File: config.mk
export PLATFORM = sky130hd
export DESIGN_NAME = arm_joint_position_controller_top
export DESIGN_NICKNAME = d
export VERILOG_FILES = /design/src/rtl/ajpc_pkg.sv /design/src/rtl/ajpc_core.sv /design/src/rtl/arm_joint_position_controller_top.sv
export SDC_FILE = /design/constraint.sdc
export NUM_CORES = 1
export LEC_CHECK = 0
export BUFFER_PORTS_ARGS = -buffer_cell sky130_fd_sc_hd__buf_2
export CORE_MARGIN = 2
export CORE_UTILIZATION = 60
export DETAILED_ROUTE_END_ITERATION = 8
export PLACE_DENSITY = 0.79
export SLEW_MARGIN = 40
export SYNTH_ARGS = -nofsm -noshare
export SYNTH_HDL_FRONTEND = slang
export SYNTH_SLANG_ARGS = --single-unit
File: constraint.sdc
create_clock -name clk_i -period 6.5 [get_ports clk_i]
set_clock_uncertainty 0.1 [all_clocks]
set_input_delay 0.325 -clock clk_i [delete_from_list [all_inputs] [get_ports clk_i]]
set_output_delay 0.325 -clock clk_i [all_outputs]
set_load 0.03 [all_outputs]
File: src/rtl/ajpc_pkg.sv
// Shared types and constants for the arm joint position controller.
// Used by ajpc_core and arm_joint_position_controller_top; no dependencies.
`default_nettype none

package ajpc_pkg;

  localparam int unsigned SAMPLE_BITS = 10;
  localparam int unsigned GLITCH_BITS = 4;
  localparam int unsigned REQ_BITS    = 3;
  localparam int unsigned CFG_IDX_BITS = 3;

  typedef logic [SAMPLE_BITS-1:0] pos_t;
  typedef logic [GLITCH_BITS-1:0] glitch_t;

  // Register reset values
  localparam pos_t    MinPosRst    = '0;
  localparam pos_t    MaxPosRst    = SAMPLE_BITS'(1023);
  localparam pos_t    ParkPosRst   = SAMPLE_BITS'(512);
  localparam glitch_t GlitchLimRst = GLITCH_BITS'(5);
  localparam pos_t    GlitchJmpRst = SAMPLE_BITS'(100);
  localparam pos_t    DeadbandRst  = SAMPLE_BITS'(10);

  typedef enum logic [REQ_BITS-1:0] {
    REQ_TICK    = 3'd0,
    REQ_MOVE_TO = 3'd1,
    REQ_MOVE_DIR = 3'd2,
    REQ_RELEASE = 3'd3,
    REQ_BRAKE   = 3'd4,
    REQ_PARK    = 3'd5
  } req_e;

  typedef enum logic [1:0] {
    DIR_FWD = 2'd0,
    DIR_BWD = 2'd1,
    DIR_REL = 2'd2,
    DIR_BRK = 2'd3
  } dir_e;

  typedef enum logic [CFG_IDX_BITS-1:0] {
    CFG_MIN_POS    = 3'd0,
    CFG_MAX_POS    = 3'd1,
    CFG_PARK_POS   = 3'd2,
    CFG_GLITCH_LIM = 3'd3,
    CFG_GLITCH_JMP = 3'd4,
    CFG_DEADBAND   = 3'd5
  } cfg_idx_e;

  typedef struct packed {
    logic [REQ_BITS-1:0] req_type;
    pos_t                sensor_sample;
    pos_t                goal_position;
    logic                move_backward;
  } in_t;

  typedef struct packed {
    logic [1:0] drive_dir;
    logic       drive_changed;
    logic       move_done;
    logic       fault_code;
    pos_t       target_out;
    pos_t       distance_out;
  } out_t;

  typedef struct packed {
    pos_t    min_position;
    pos_t    max_position;
    pos_t    park_position;
    glitch_t glitch_limit;
    pos_t    glitch_jump;
    pos_t    deadband;
  } cfg_t;

endpackage

`default_nettype wire

File: src/rtl/ajpc_core.sv
// Joint control state and the per-transaction update logic.
// Depends on ajpc_pkg for the request, result and register types.
`default_nettype none

module ajpc_core import ajpc_pkg::*; (
  input  wire logic clk_i,
  input  wire logic rst_ni,
  input  wire logic step_i,
  input  wire in_t  req_i,
  input  wire cfg_t cfg_i,
  output out_t      res_o
);

  pos_t    target_q, target_d;
  pos_t    last_q, last_d;
  dir_e    dir_q, dir_d;
  glitch_t glitch_q, glitch_d;
  logic    done_q, done_d;
  logic    fault_q, fault_d;
  pos_t    dist_q, dist_d;
  logic    changed;

  function automatic pos_t clamp_pos(pos_t p, pos_t lo, pos_t hi);
    if (p < lo) begin
      return lo;
    end else if (p > hi) begin
      return hi;
    end
    return p;
  endfunction

  function automatic pos_t abs_diff(pos_t a, pos_t b);
    return (a > b) ? a - b : b - a;
  endfunction

  pos_t sample;
  pos_t jump;
  pos_t dist_new;
  dir_e want;
  logic want_drive;

  assign sample   = req_i.sensor_sample;
  assign jump     = abs_diff(last_q, sample);
  assign dist_new = abs_diff(target_q, sample);

  always_comb begin
    target_d   = target_q;
    last_d     = last_q;
    dir_d      = dir_q;
    glitch_d   = glitch_q;
    done_d     = done_q;
    fault_d    = fault_q;
    dist_d     = dist_q;
    want       = DIR_REL;
    want_drive = 1'b0;

    case (req_i.req_type)
      REQ_TICK: begin
        if (dir_q == DIR_BRK) begin
          // braked: ignore ticks
        end else if (glitch_q >= cfg_i.glitch_limit) begin
          // noise brake: release, then hold in brake with the fault set
          want_drive = 1'b1;
          want       = DIR_REL;
          target_d   = clamp_pos(sample, cfg_i.min_position, cfg_i.max_position);
          done_d     = 1'b1;
          fault_d    = 1'b1;
          glitch_d   = '0;
        end else if (jump >= cfg_i.glitch_jump) begin
          if (glitch_q != '1) begin
            glitch_d = glitch_q + GLITCH_BITS'(1);
          end
        end else begin
          dist_d = dist_new;
          last_d = sample;
          if (sample < cfg_i.min_position) begin
            want_drive = 1'b1;
            want       = DIR_FWD;
          end else if (sample > cfg_i.max_position) begin
            want_drive = 1'b1;
            want       = DIR_BWD;
          end else if (dist_new < cfg_i.deadband) begin
            want_drive = 1'b1;
            want       = DIR_REL;
            done_d     = 1'b1;
          end else if (sample < target_q) begin
            want_drive = 1'b1;
            want       = DIR_FWD;
          end else if (sample > target_q) begin
            want_drive = 1'b1;
            want       = DIR_BWD;
          end
        end
      end
      REQ_MOVE_TO: begin
        target_d   = clamp_pos(req_i.goal_position, cfg_i.min_position, cfg_i.max_position);
        done_d     = 1'b0;
        want_drive = 1'b1;
        want       = DIR_REL;
      end
      REQ_MOVE_DIR: begin
        want_drive = 1'b1;
        done_d     = 1'b0;
        if (req_i.move_backward) begin
          target_d = cfg_i.min_position;
          want     = DIR_BWD;
        end else begin
          target_d = cfg_i.max_position;
          want     = DIR_FWD;
        end
      end
      REQ_RELEASE, REQ_BRAKE: begin
        want_drive = 1'b1;
        want       = DIR_REL;
        target_d   = clamp_pos(sample, cfg_i.min_position, cfg_i.max_position);
        done_d     = 1'b1;
      end
      REQ_PARK: begin
        target_d   = clamp_pos(cfg_i.park_position, cfg_i.min_position, cfg_i.max_position);
        done_d     = 1'b0;
        want_drive = 1'b1;
        want       = DIR_REL;
      end
      default: begin
        // unused request codes leave the state alone
      end
    endcase

    changed = want_drive && (want != dir_q);
    if (want_drive) begin
      dir_d = want;
    end
    // brake overrides the release direction without a run command
    if (req_i.req_type == REQ_BRAKE ||
        (req_i.req_type == REQ_TICK && dir_q != DIR_BRK &&
         glitch_q >= cfg_i.glitch_limit)) begin
      dir_d = DIR_BRK;
    end
  end

  always_ff @(posedge clk_i or negedge rst_ni) begin
    if (!rst_ni) begin
      target_q <= MinPosRst;
      last_q   <= MinPosRst;
      dir_q    <= DIR_BRK;
      glitch_q <= '0;
      done_q   <= 1'b1;
      fault_q  <= 1'b0;
      dist_q   <= '0;
    end else if (step_i) begin
      target_q <= target_d;
      last_q   <= last_d;
      dir_q    <= dir_d;
      glitch_q <= glitch_d;
      done_q   <= done_d;
      fault_q  <= fault_d;
      dist_q   <= dist_d;
    end
  end

  always_comb begin
    res_o.drive_dir     = dir_d;
    res_o.drive_changed = changed;
    res_o.move_done     = done_d;
    res_o.fault_code    = fault_d;
    res_o.target_out    = target_d;
    res_o.distance_out  = dist_d;
  end

  // Noise fault never clears once set
  assert property (@(posedge clk_i) disable iff (!rst_ni) fault_q |=> fault_q)
    else $error("noise fault cleared");

  // A fresh noise fault always leaves the joint braked with no glitches pending
  assert property (@(posedge clk_i) disable iff (!rst_ni)
      $rose(fault_q) |-> (dir_q == DIR_BRK && glitch_q == '0))
    else $error("noise fault without brake");

  // A run command outside a brake request means the direction really moved
  assert property (@(posedge clk_i) disable iff (!rst_ni)
      (step_i && res_o.drive_changed && req_i.req_type != REQ_BRAKE)
      |=> (dir_q != $past(dir_q)))
    else $error("run command without direction change");

  // State holds between transactions
  assert property (@(posedge clk_i) disable iff (!rst_ni)
      !step_i |=> ($stable(target_q) && $stable(dir_q) && $stable(glitch_q)))
    else $error("state moved without a transaction");

endmodule

`default_nettype wire

File: src/rtl/arm_joint_position_controller_top.sv
// Top level of the arm joint position controller: handshakes, register file,
// input and result registers. Depends on ajpc_pkg and ajpc_core.
//
//   channel | direction | handshake            | payload
//   --------+-----------+----------------------+-----------------------------
//   in      | input     | in_valid_i/in_stall_o   | in_data_i (in_t)
//   out     | output    | out_valid_o/out_stall_i | out_data_o (out_t)
//   cfg     | input     | cfg_valid_i/cfg_ready_o | cfg_index_i, cfg_data_i
//
// One transaction per cycle sustained while out_stall_i stays low; an accepted
// transaction passes through the input register, then the result register.
// The state update sits between the input register and the result register.
// Reset returns the limits to their defaults and the joint to braked, done.
// A stalled result holds in place; the input register keeps filling until
// it too is occupied, and only then is in_stall_o raised.
`default_nettype none

module arm_joint_position_controller_top import ajpc_pkg::*; (
  input  wire logic                    clk_i,
  input  wire logic                    rst_ni,
  input  wire logic                    in_valid_i,
  output logic                         in_stall_o,
  input  wire in_t                     in_data_i,
  output logic                         out_valid_o,
  input  wire logic                    out_stall_i,
  output out_t                         out_data_o,
  input  wire logic                    cfg_valid_i,
  output logic                         cfg_ready_o,
  input  wire logic [CFG_IDX_BITS-1:0] cfg_index_i,
  input  wire logic [SAMPLE_BITS-1:0]  cfg_data_i
);

  cfg_t cfg_q, cfg_d;
  logic s1_valid_q, s1_valid_d;
  in_t  s1_q;
  logic out_valid_q, out_valid_d;
  out_t out_q;
  out_t res;
  logic out_ready;
  logic step;
  logic in_acc;

  assign cfg_ready_o = 1'b1;

  always_comb begin
    cfg_d = cfg_q;
    if (cfg_valid_i) begin
      case (cfg_index_i)
        CFG_MIN_POS:    cfg_d.min_position  = cfg_data_i;
        CFG_MAX_POS:    cfg_d.max_position  = cfg_data_i;
        CFG_PARK_POS:   cfg_d.park_position = cfg_data_i;
        CFG_GLITCH_LIM: cfg_d.glitch_limit  = cfg_data_i[GLITCH_BITS-1:0];
        CFG_GLITCH_JMP: cfg_d.glitch_jump   = cfg_data_i;
        CFG_DEADBAND:   cfg_d.deadband      = cfg_data_i;
        default: begin
          // drop writes beyond the register list
        end
      endcase
    end
  end

  assign out_ready  = !out_valid_q || !out_stall_i;
  assign step       = s1_valid_q && out_ready;
  assign in_stall_o = s1_valid_q && !out_ready;
  assign in_acc     = in_valid_i && !in_stall_o;

  always_comb begin
    s1_valid_d = s1_valid_q;
    if (in_acc) begin
      s1_valid_d = 1'b1;
    end else if (step) begin
      s1_valid_d = 1'b0;
    end
    out_valid_d = out_valid_q;
    if (step) begin
      out_valid_d = 1'b1;
    end else if (!out_stall_i) begin
      out_valid_d = 1'b0;
    end
  end

  always_ff @(posedge clk_i or negedge rst_ni) begin
    if (!rst_ni) begin
      cfg_q.min_position  <= MinPosRst;
      cfg_q.max_position  <= MaxPosRst;
      cfg_q.park_position <= ParkPosRst;
      cfg_q.glitch_limit  <= GlitchLimRst;
      cfg_q.glitch_jump   <= GlitchJmpRst;
      cfg_q.deadband      <= DeadbandRst;
      s1_valid_q          <= 1'b0;
      out_valid_q         <= 1'b0;
    end else begin
      cfg_q       <= cfg_d;
      s1_valid_q  <= s1_valid_d;
      out_valid_q <= out_valid_d;
    end
  end

  always_ff @(posedge clk_i) begin
    if (in_acc) begin
      s1_q <= in_data_i;
    end
    if (step) begin
      out_q <= res;
    end
  end

  ajpc_core u_core (
    .clk_i  (clk_i),
    .rst_ni (rst_ni),
    .step_i (step),
    .req_i  (s1_q),
    .cfg_i  (cfg_q),
    .res_o  (res)
  );

  assign out_valid_o = out_valid_q;
  assign out_data_o  = out_q;

endmodule

`default_nettype wire

# Yosys cells after proc, flatten, opt, wreduce, memory -nomap -nowiden
# Index checks and enable logic that the tools add are counted.
# W data, S select, Z words.
word_totals:
  regBits: 143
  latchBits: 0
  ram_bits: 0
  romBits: 0
  in_bits: 42
  output_inout_bits: 28
  elab_cells: 159
  mem_count: 0
classes:
  add_sub_neg: 5
  multipliers: 0
  n_div: 0
  n_lt_le_gt_ge: 13
  n_eq_ne: 15
  n_shift: 0
  n_mux: 70
  bitwise: 3
  reduce_logical: 28
op_table:
  columns: ["op", "count"]
  rows:
  - ["$mux W10", 19]
  - ["$gt A10 B10 Y1", 6]
  - ["$lt A10 B10 Y1", 5]
  - ["$pmux W10 S5", 1]
  - ["$sub A10 B10 Y10", 4]
  - ["$mux W1", 34]
  - ["$mux W2", 10]
  - ["$eq A3 B2 Y1 const B", 4]
  - ["$eq A3 B3 Y1 const B", 4]
  - ["$mux W4", 3]
  - ["$reduce_and A2 Y1", 6]
  - ["$ge A10 B10 Y1", 1]
  - ["$reduce_and A5 Y1", 2]
  - ["$eq A3 B1 Y1 const B", 2]
  - ["$logic_and A1 B1 Y1", 6]
  - ["$logic_not A3 Y1", 2]
  - ["$reduce_bool A2 Y1", 3]
  - ["$reduce_or A5 Y1", 1]
  - ["$add A4 B1 Y4 const B", 1]
  - ["$ge A4 B4 Y1", 1]
  - ["$logic_not A1 Y1", 4]
  - ["$ne A4 B4 Y1 const B", 1]
  - ["$pmux W2 S2", 1]
  - ["$not A1 Y1", 3]
  - ["other kinds (9)", 10]

# Depth between registers and ports, before layout
depth:
  word_depth: 12
  mapped_depth: 23
  depth_no_buf: 21

# By module
# Synthesis repeated with hierarchy kept, for this count alone.
hier_totals:
  cells_unflattened: 1023
  hier_area_um2: 10541.4
by_module_without_submodules:
  columns: ["module", "n_inst", "cells_per_inst", "area_per_inst_um2"]
  rows:
  - ["ajpc_core", 1, 845, 6761.5]
  - ["arm_joint_position_controller_top", 1, 178, 3779.9]

# Worst setup path before layout
# OpenSTA, ideal clock, no wires.
synth_path:
  kind: "reg-to-reg"
  from: "reg s1_q[12] in the netlist's numbering"
  to: "reg out_q, in the netlist out_data_o[2], data pin"
  setup_time_ns: 0.260
  arrival_time_ns: 4.155
  required_time_ns: 6.140
  setup_slack_ns: 1.986
  path_stages_with_launch: 19
  synth_period_minus_slack_ns: 4.514
  cell_sequence: "edfxtp_1 inv_1 ha_1 nand4_1 nor4_4 or2_1 o31ai_2 mux2_4 a311oi_2 o22a_1 and3_1 ha_1 a21oi_1 o21ai_0 a21oi_1 o21ai_1 nor3b_2 buf_2 mux2_2"
synth_lines:
  columns: ["item", "line", "rtl"]
  rows:
  - ["start, declared", "arm_joint_position_controller_top.sv:35", "in_t s1_q;"]
  - ["start signal, assigned", "arm_joint_position_controller_top.sv:101", "s1_q <= in_data_i;"]
  - ["end signal, assigned", "arm_joint_position_controller_top.sv:104", "out_q <= res;"]
  - ["end, declared", "arm_joint_position_controller_top.sv:37", "out_t out_q;"]

# Worst setup path after layout
layout_path:
  from: "reg s1_q[15] in the netlist's numbering"
  to: "reg u_core.last_q[0]"
layout_between:
  elab_chain_cells: 5
  elab_cells_between_ends: 7
  cone_classes: "add/sub: 2; order compare: 2; mux: 1; bitwise: 1; reduce/logical: 1"
layout_lines:
  columns: ["item", "line", "rtl"]
  rows:
  - ["$sub A10 B10 Y10 or $gt A10 B10 Y1 (tied branches)", "ajpc_core.sv:33", "return (a > b) ? a - b : b - a;"]
  - ["$mux W10 *", "ajpc_core.sv:33", null]
  - ["$ge A10 B10 Y1 *", "ajpc_core.sv:69", "end else if (jump >= cfg_i.glitch_jump) begin"]
  - ["$not A1 Y1 (no source line) *", null, null]
  - ["$reduce_and A5 Y1 (no source line) *", null, null]
  - ["end signal, assigned", "ajpc_core.sv:144", "last_q <= MinPosRst;"]
  - ["end signal, assigned", "ajpc_core.sv:152", "last_q <= last_d;"]
  - ["end, declared", "ajpc_core.sv:15", "pos_t last_q, last_d;"]
# Every way passes the cells marked *; elsewhere a longest branch is shown, timed or not.
# A chain may end at the register's enable or synchronous reset.

==> impl_results.md <==
* Outcome: finished clean
* Post-synth top flop: dfrtp_1
* Static Leak at 5.20 nW
* Placed cell areas at 10500 sq um
* Rel. slew slack at 44.4%
* Antenna cell count at 0
* Kind of critical path: register to register
* RSZ-0062 raised after global routing: false
* Dpl cells at 1271
* Most frequent CP cell: a21oi_1
* Pins Over Slew Limit at 0
* First-pass GRT wire length at 43400 microns
* Vias in the first global route at 7957
* Hold Path Class: primary input to register
* Sw Pwr at 2.00 mW
* VDD IR-drop max at 258 uV
* Total CTS buffers at 17
* Clock Latency Late Sink at 430 ps
* Final hold viol count at 0
* Post-layout min period at 5730 ps
* WHS at 50.1 ps
* Post-route cell area at 11400 sq um
* Routed Antenna Nets at 0
* # DRC at 0
* Buffers added on ports at 68
* Initial antenna violation count at 0
* CTS Sinks at 143
* Pint at 2.77 mW
* Routability cong. at 1.03
* Syn Area/Cell at 9.88 sq um
* Placement Rows at 47
* Vias after detailed routing at 8278
* Synthesized cell area at 9950 sq um
* CP Cell Sequence: inv_1, ha_1, o2111ai_1, a21oi_1, nor2_1, o31ai_2, mux2_2, a311oi_2, o22a_1, and3_1, ha_1, a21oi_1, o21ai_0, a21oi_1, o21ai_1, nor3b_2, buf_4, and2_1, buf_4, nand2_1, o21ai_0
* Data required time at the worst endpoint at 6730 ps
* Slew @ Worst Pin at 813 ps
* Postcts setup bufs at 0
* Pin count of the biggest net entering global routing at 60
* Initial core utilization at 60.7%
* Number of synthesized register bits at 143
* Finish-stage setup viols at 0
* # nets final at 1262
* Share of post-route cells with drive strength above 1 at 18.4%
* Initial DRC Count at 793
* Post-synth cell types at 79
* DR WL/cell at 20.7 microns
* All-Layer GR Usage at 32.3%
* Gr ovfl total at 0
* CORE AREA at 16400 sq um
* Comb power frac at 49.0%
* Syn_nets at 1174
* Tcrit/Tclk final at 88.2%
* H-tree levels at 4
* Die height at 133 microns
* CP bufs+invs at 3
* Fmax at 174 MHz
* DR vias/cell at 6.23
* Crit path max-delay family: compound AO/OA/AOI/OAI gates
* Clk pwr share at 21.6%
* Root Buffer: clkbuf_16
* Startpoint Class: register
* EDFF count, synth at 49
* Crit-path max cell delay at 520 ps
* Router iterations before antenna repair at 6
* Crit end category: register
* Seq pwr share at 29.4%
* Final instance count without filler cells at 1329
* Max-Cap Viols at 0
* Die X at 133 microns
* Most frequent cells in the layout: ha_1 (120), inv_1 (95), nand2_1 (79)
* Switch share at 41.9%
* Pwr dens at 418 nW/um^2
* CTS tree: done
* Clock Tree Buf Depth at 2
* Io pins at 70
* Clk slew on worst S/H paths at 60 ps
* Setup TNS at 0 ps
* Yosys warns at 0
* Worst Path Max Fanout at 20
* Hpwl dp at 20400 microns
* Full die area at 17600 sq um
* Area Overhead vs Synth at 14.9%
* Critical Path AT at 5970 ps
* Drt total wl at 27500 microns
* Most common cell after layout, fill and taps aside: ha_1
* Synth Instances at 1008
* Async SR Flop Fraction at 65.7%
* Post-synthesis sequential area ratio at 38.7%
* Slowest cell on crit path: o31ai_2
==> power by group through the flow <==
| stage | clock, mW | combinational, mW | sequential (mW) |
|---|---|---|---|
| finish | 1.03 | 2.34 | 1.40 |
| global route | 1.08 | 2.59 | 1.42 |
| CTS | 1.04 | 2.30 | 1.39 |
| detailed placement | 0 | 2.26 | 1.41 |
| global placement | 0 | 2.20 | 1.40 |
| floorplan | 0 | 1.64 | 1.41 |
==> worst paths after layout <==
| kind | to | slack, ps | cells after the start | start |
|---|---|---|---|---|
| worst max-delay path | u_core.last_q[0]$_DFFE_PN0P_ | 770 | 21 | s1_q[15]$_DFFE_PP_ |
| worst min-delay path | out_valid_o$_DFFE_PN0P_ | 50 | 3 | out_stall_i |
| worst max register to register | u_core.last_q[0]$_DFFE_PN0P_ | 770 | 21 | s1_q[15]$_DFFE_PP_ |
| worst min register to register | u_core.fault_q$_DFFE_PN0P_ | 360 | 1 | u_core.fault_q$_DFFE_PN0P_ |
| max in group asynchronous | u_core.dir_q[0]$_DFFE_PN1P_ | 5070 | 3 | rst_ni |
| min in group asynchronous | cfg_q[17]$_DFFE_PN0P_ | 290 | 2 | rst_ni |
==> per-stage QoR <==
stage,utilization [%],worst slack [ps],power [mW]
2_1_floorplan,-,1990,3.05
4_1_cts,69.5,884,4.73
3_5_place_dp,64.2,896,3.66
5_1_grt,69.7,281,5.10
3_3_place_gp,64.2,1060,3.60
6_report,69.7,766,4.78
==> sequential cells by signal, summed over array words and instances, names as in the netlist <==
signal and cells:
u_core.done_q 1, s1_valid_q 1, u_core.last_q 10, u_core.dir_q 2, u_core.glitch_q 4, u_core.fault_q 1, out_data_o 25, u_core.dist_q 10
u_core.target_q 10, cfg_q 54, out_valid_o 1, s1_q 24
==> worst min-delay path, cell delays in order <==
cell and delay, ps:
buf_2 90, nand2_1 60, nand2b_1 60
==> logic make-up (layout without fill, tap and decap cells) <==
logic type	after synthesis	after routing	share of synthesized area, %
AO/OA/AOI/OAI	267	267	17.1
XOR/XNOR	19	19	1.67
adder cells (fa/ha/maj)	124	124	15.9
buffers and inverters	137	238	5.54
flip-flops	143	143	38.7
multiplexers	99	99	10.6
other	1	1	0.0377
AND/OR/NAND/NOR	218	218	10.5
==> repair_timing <==
action                                 4_1_cts  5_1_grt
hold buffers                                24        2
gates resized for setup                      0        0
endpoints found under the hold margin       47        2
==> layout make-up <==
type / count / area, sq um
Multi-Input combinational cell: 728 / 5600
Tap cell: 220 / 275
Timing Repair Buffer: 110 / 727
Inverter: 96 / 360
Clock inverter: 12 / 155
Clock buffer: 20 / 468
Sequential cell: 143 / 3850
Fill cell: 1272 / 4970
==> routing by layer <==
layer  up-vias  track usage, %  routed length [microns]
met5         -               0                        0
met4         0            13.7                     1140
met3        71            6.86                     2360
met2       430            49.2                    12300
met1      3953            44.9                    11700
li1       3824               -                        -
==> Yosys cell counts, types with 21 or more instances <==
| cell type | count | area (sq um) |
|---|---|---|
| ha_1 | 120 | 1500 |
| inv_1 | 95 | 357 |
| nand2_1 | 79 | 297 |
| dfrtp_1 | 73 | 1830 |
| a21oi_1 | 71 | 355 |
| o21ai_0 | 71 | 355 |
| nor2_1 | 55 | 206 |
| mux2i_1 | 52 | 521 |
| edfxtp_1 | 49 | 1470 |
| mux2_2 | 44 | 495 |
| a211oi_1 | 25 | 188 |
| clkbuf_1 | 22 | 82.6 |
| dfstp_2 | 21 | 552 |
Note: power is estimated with default switching activity, not from simulation.
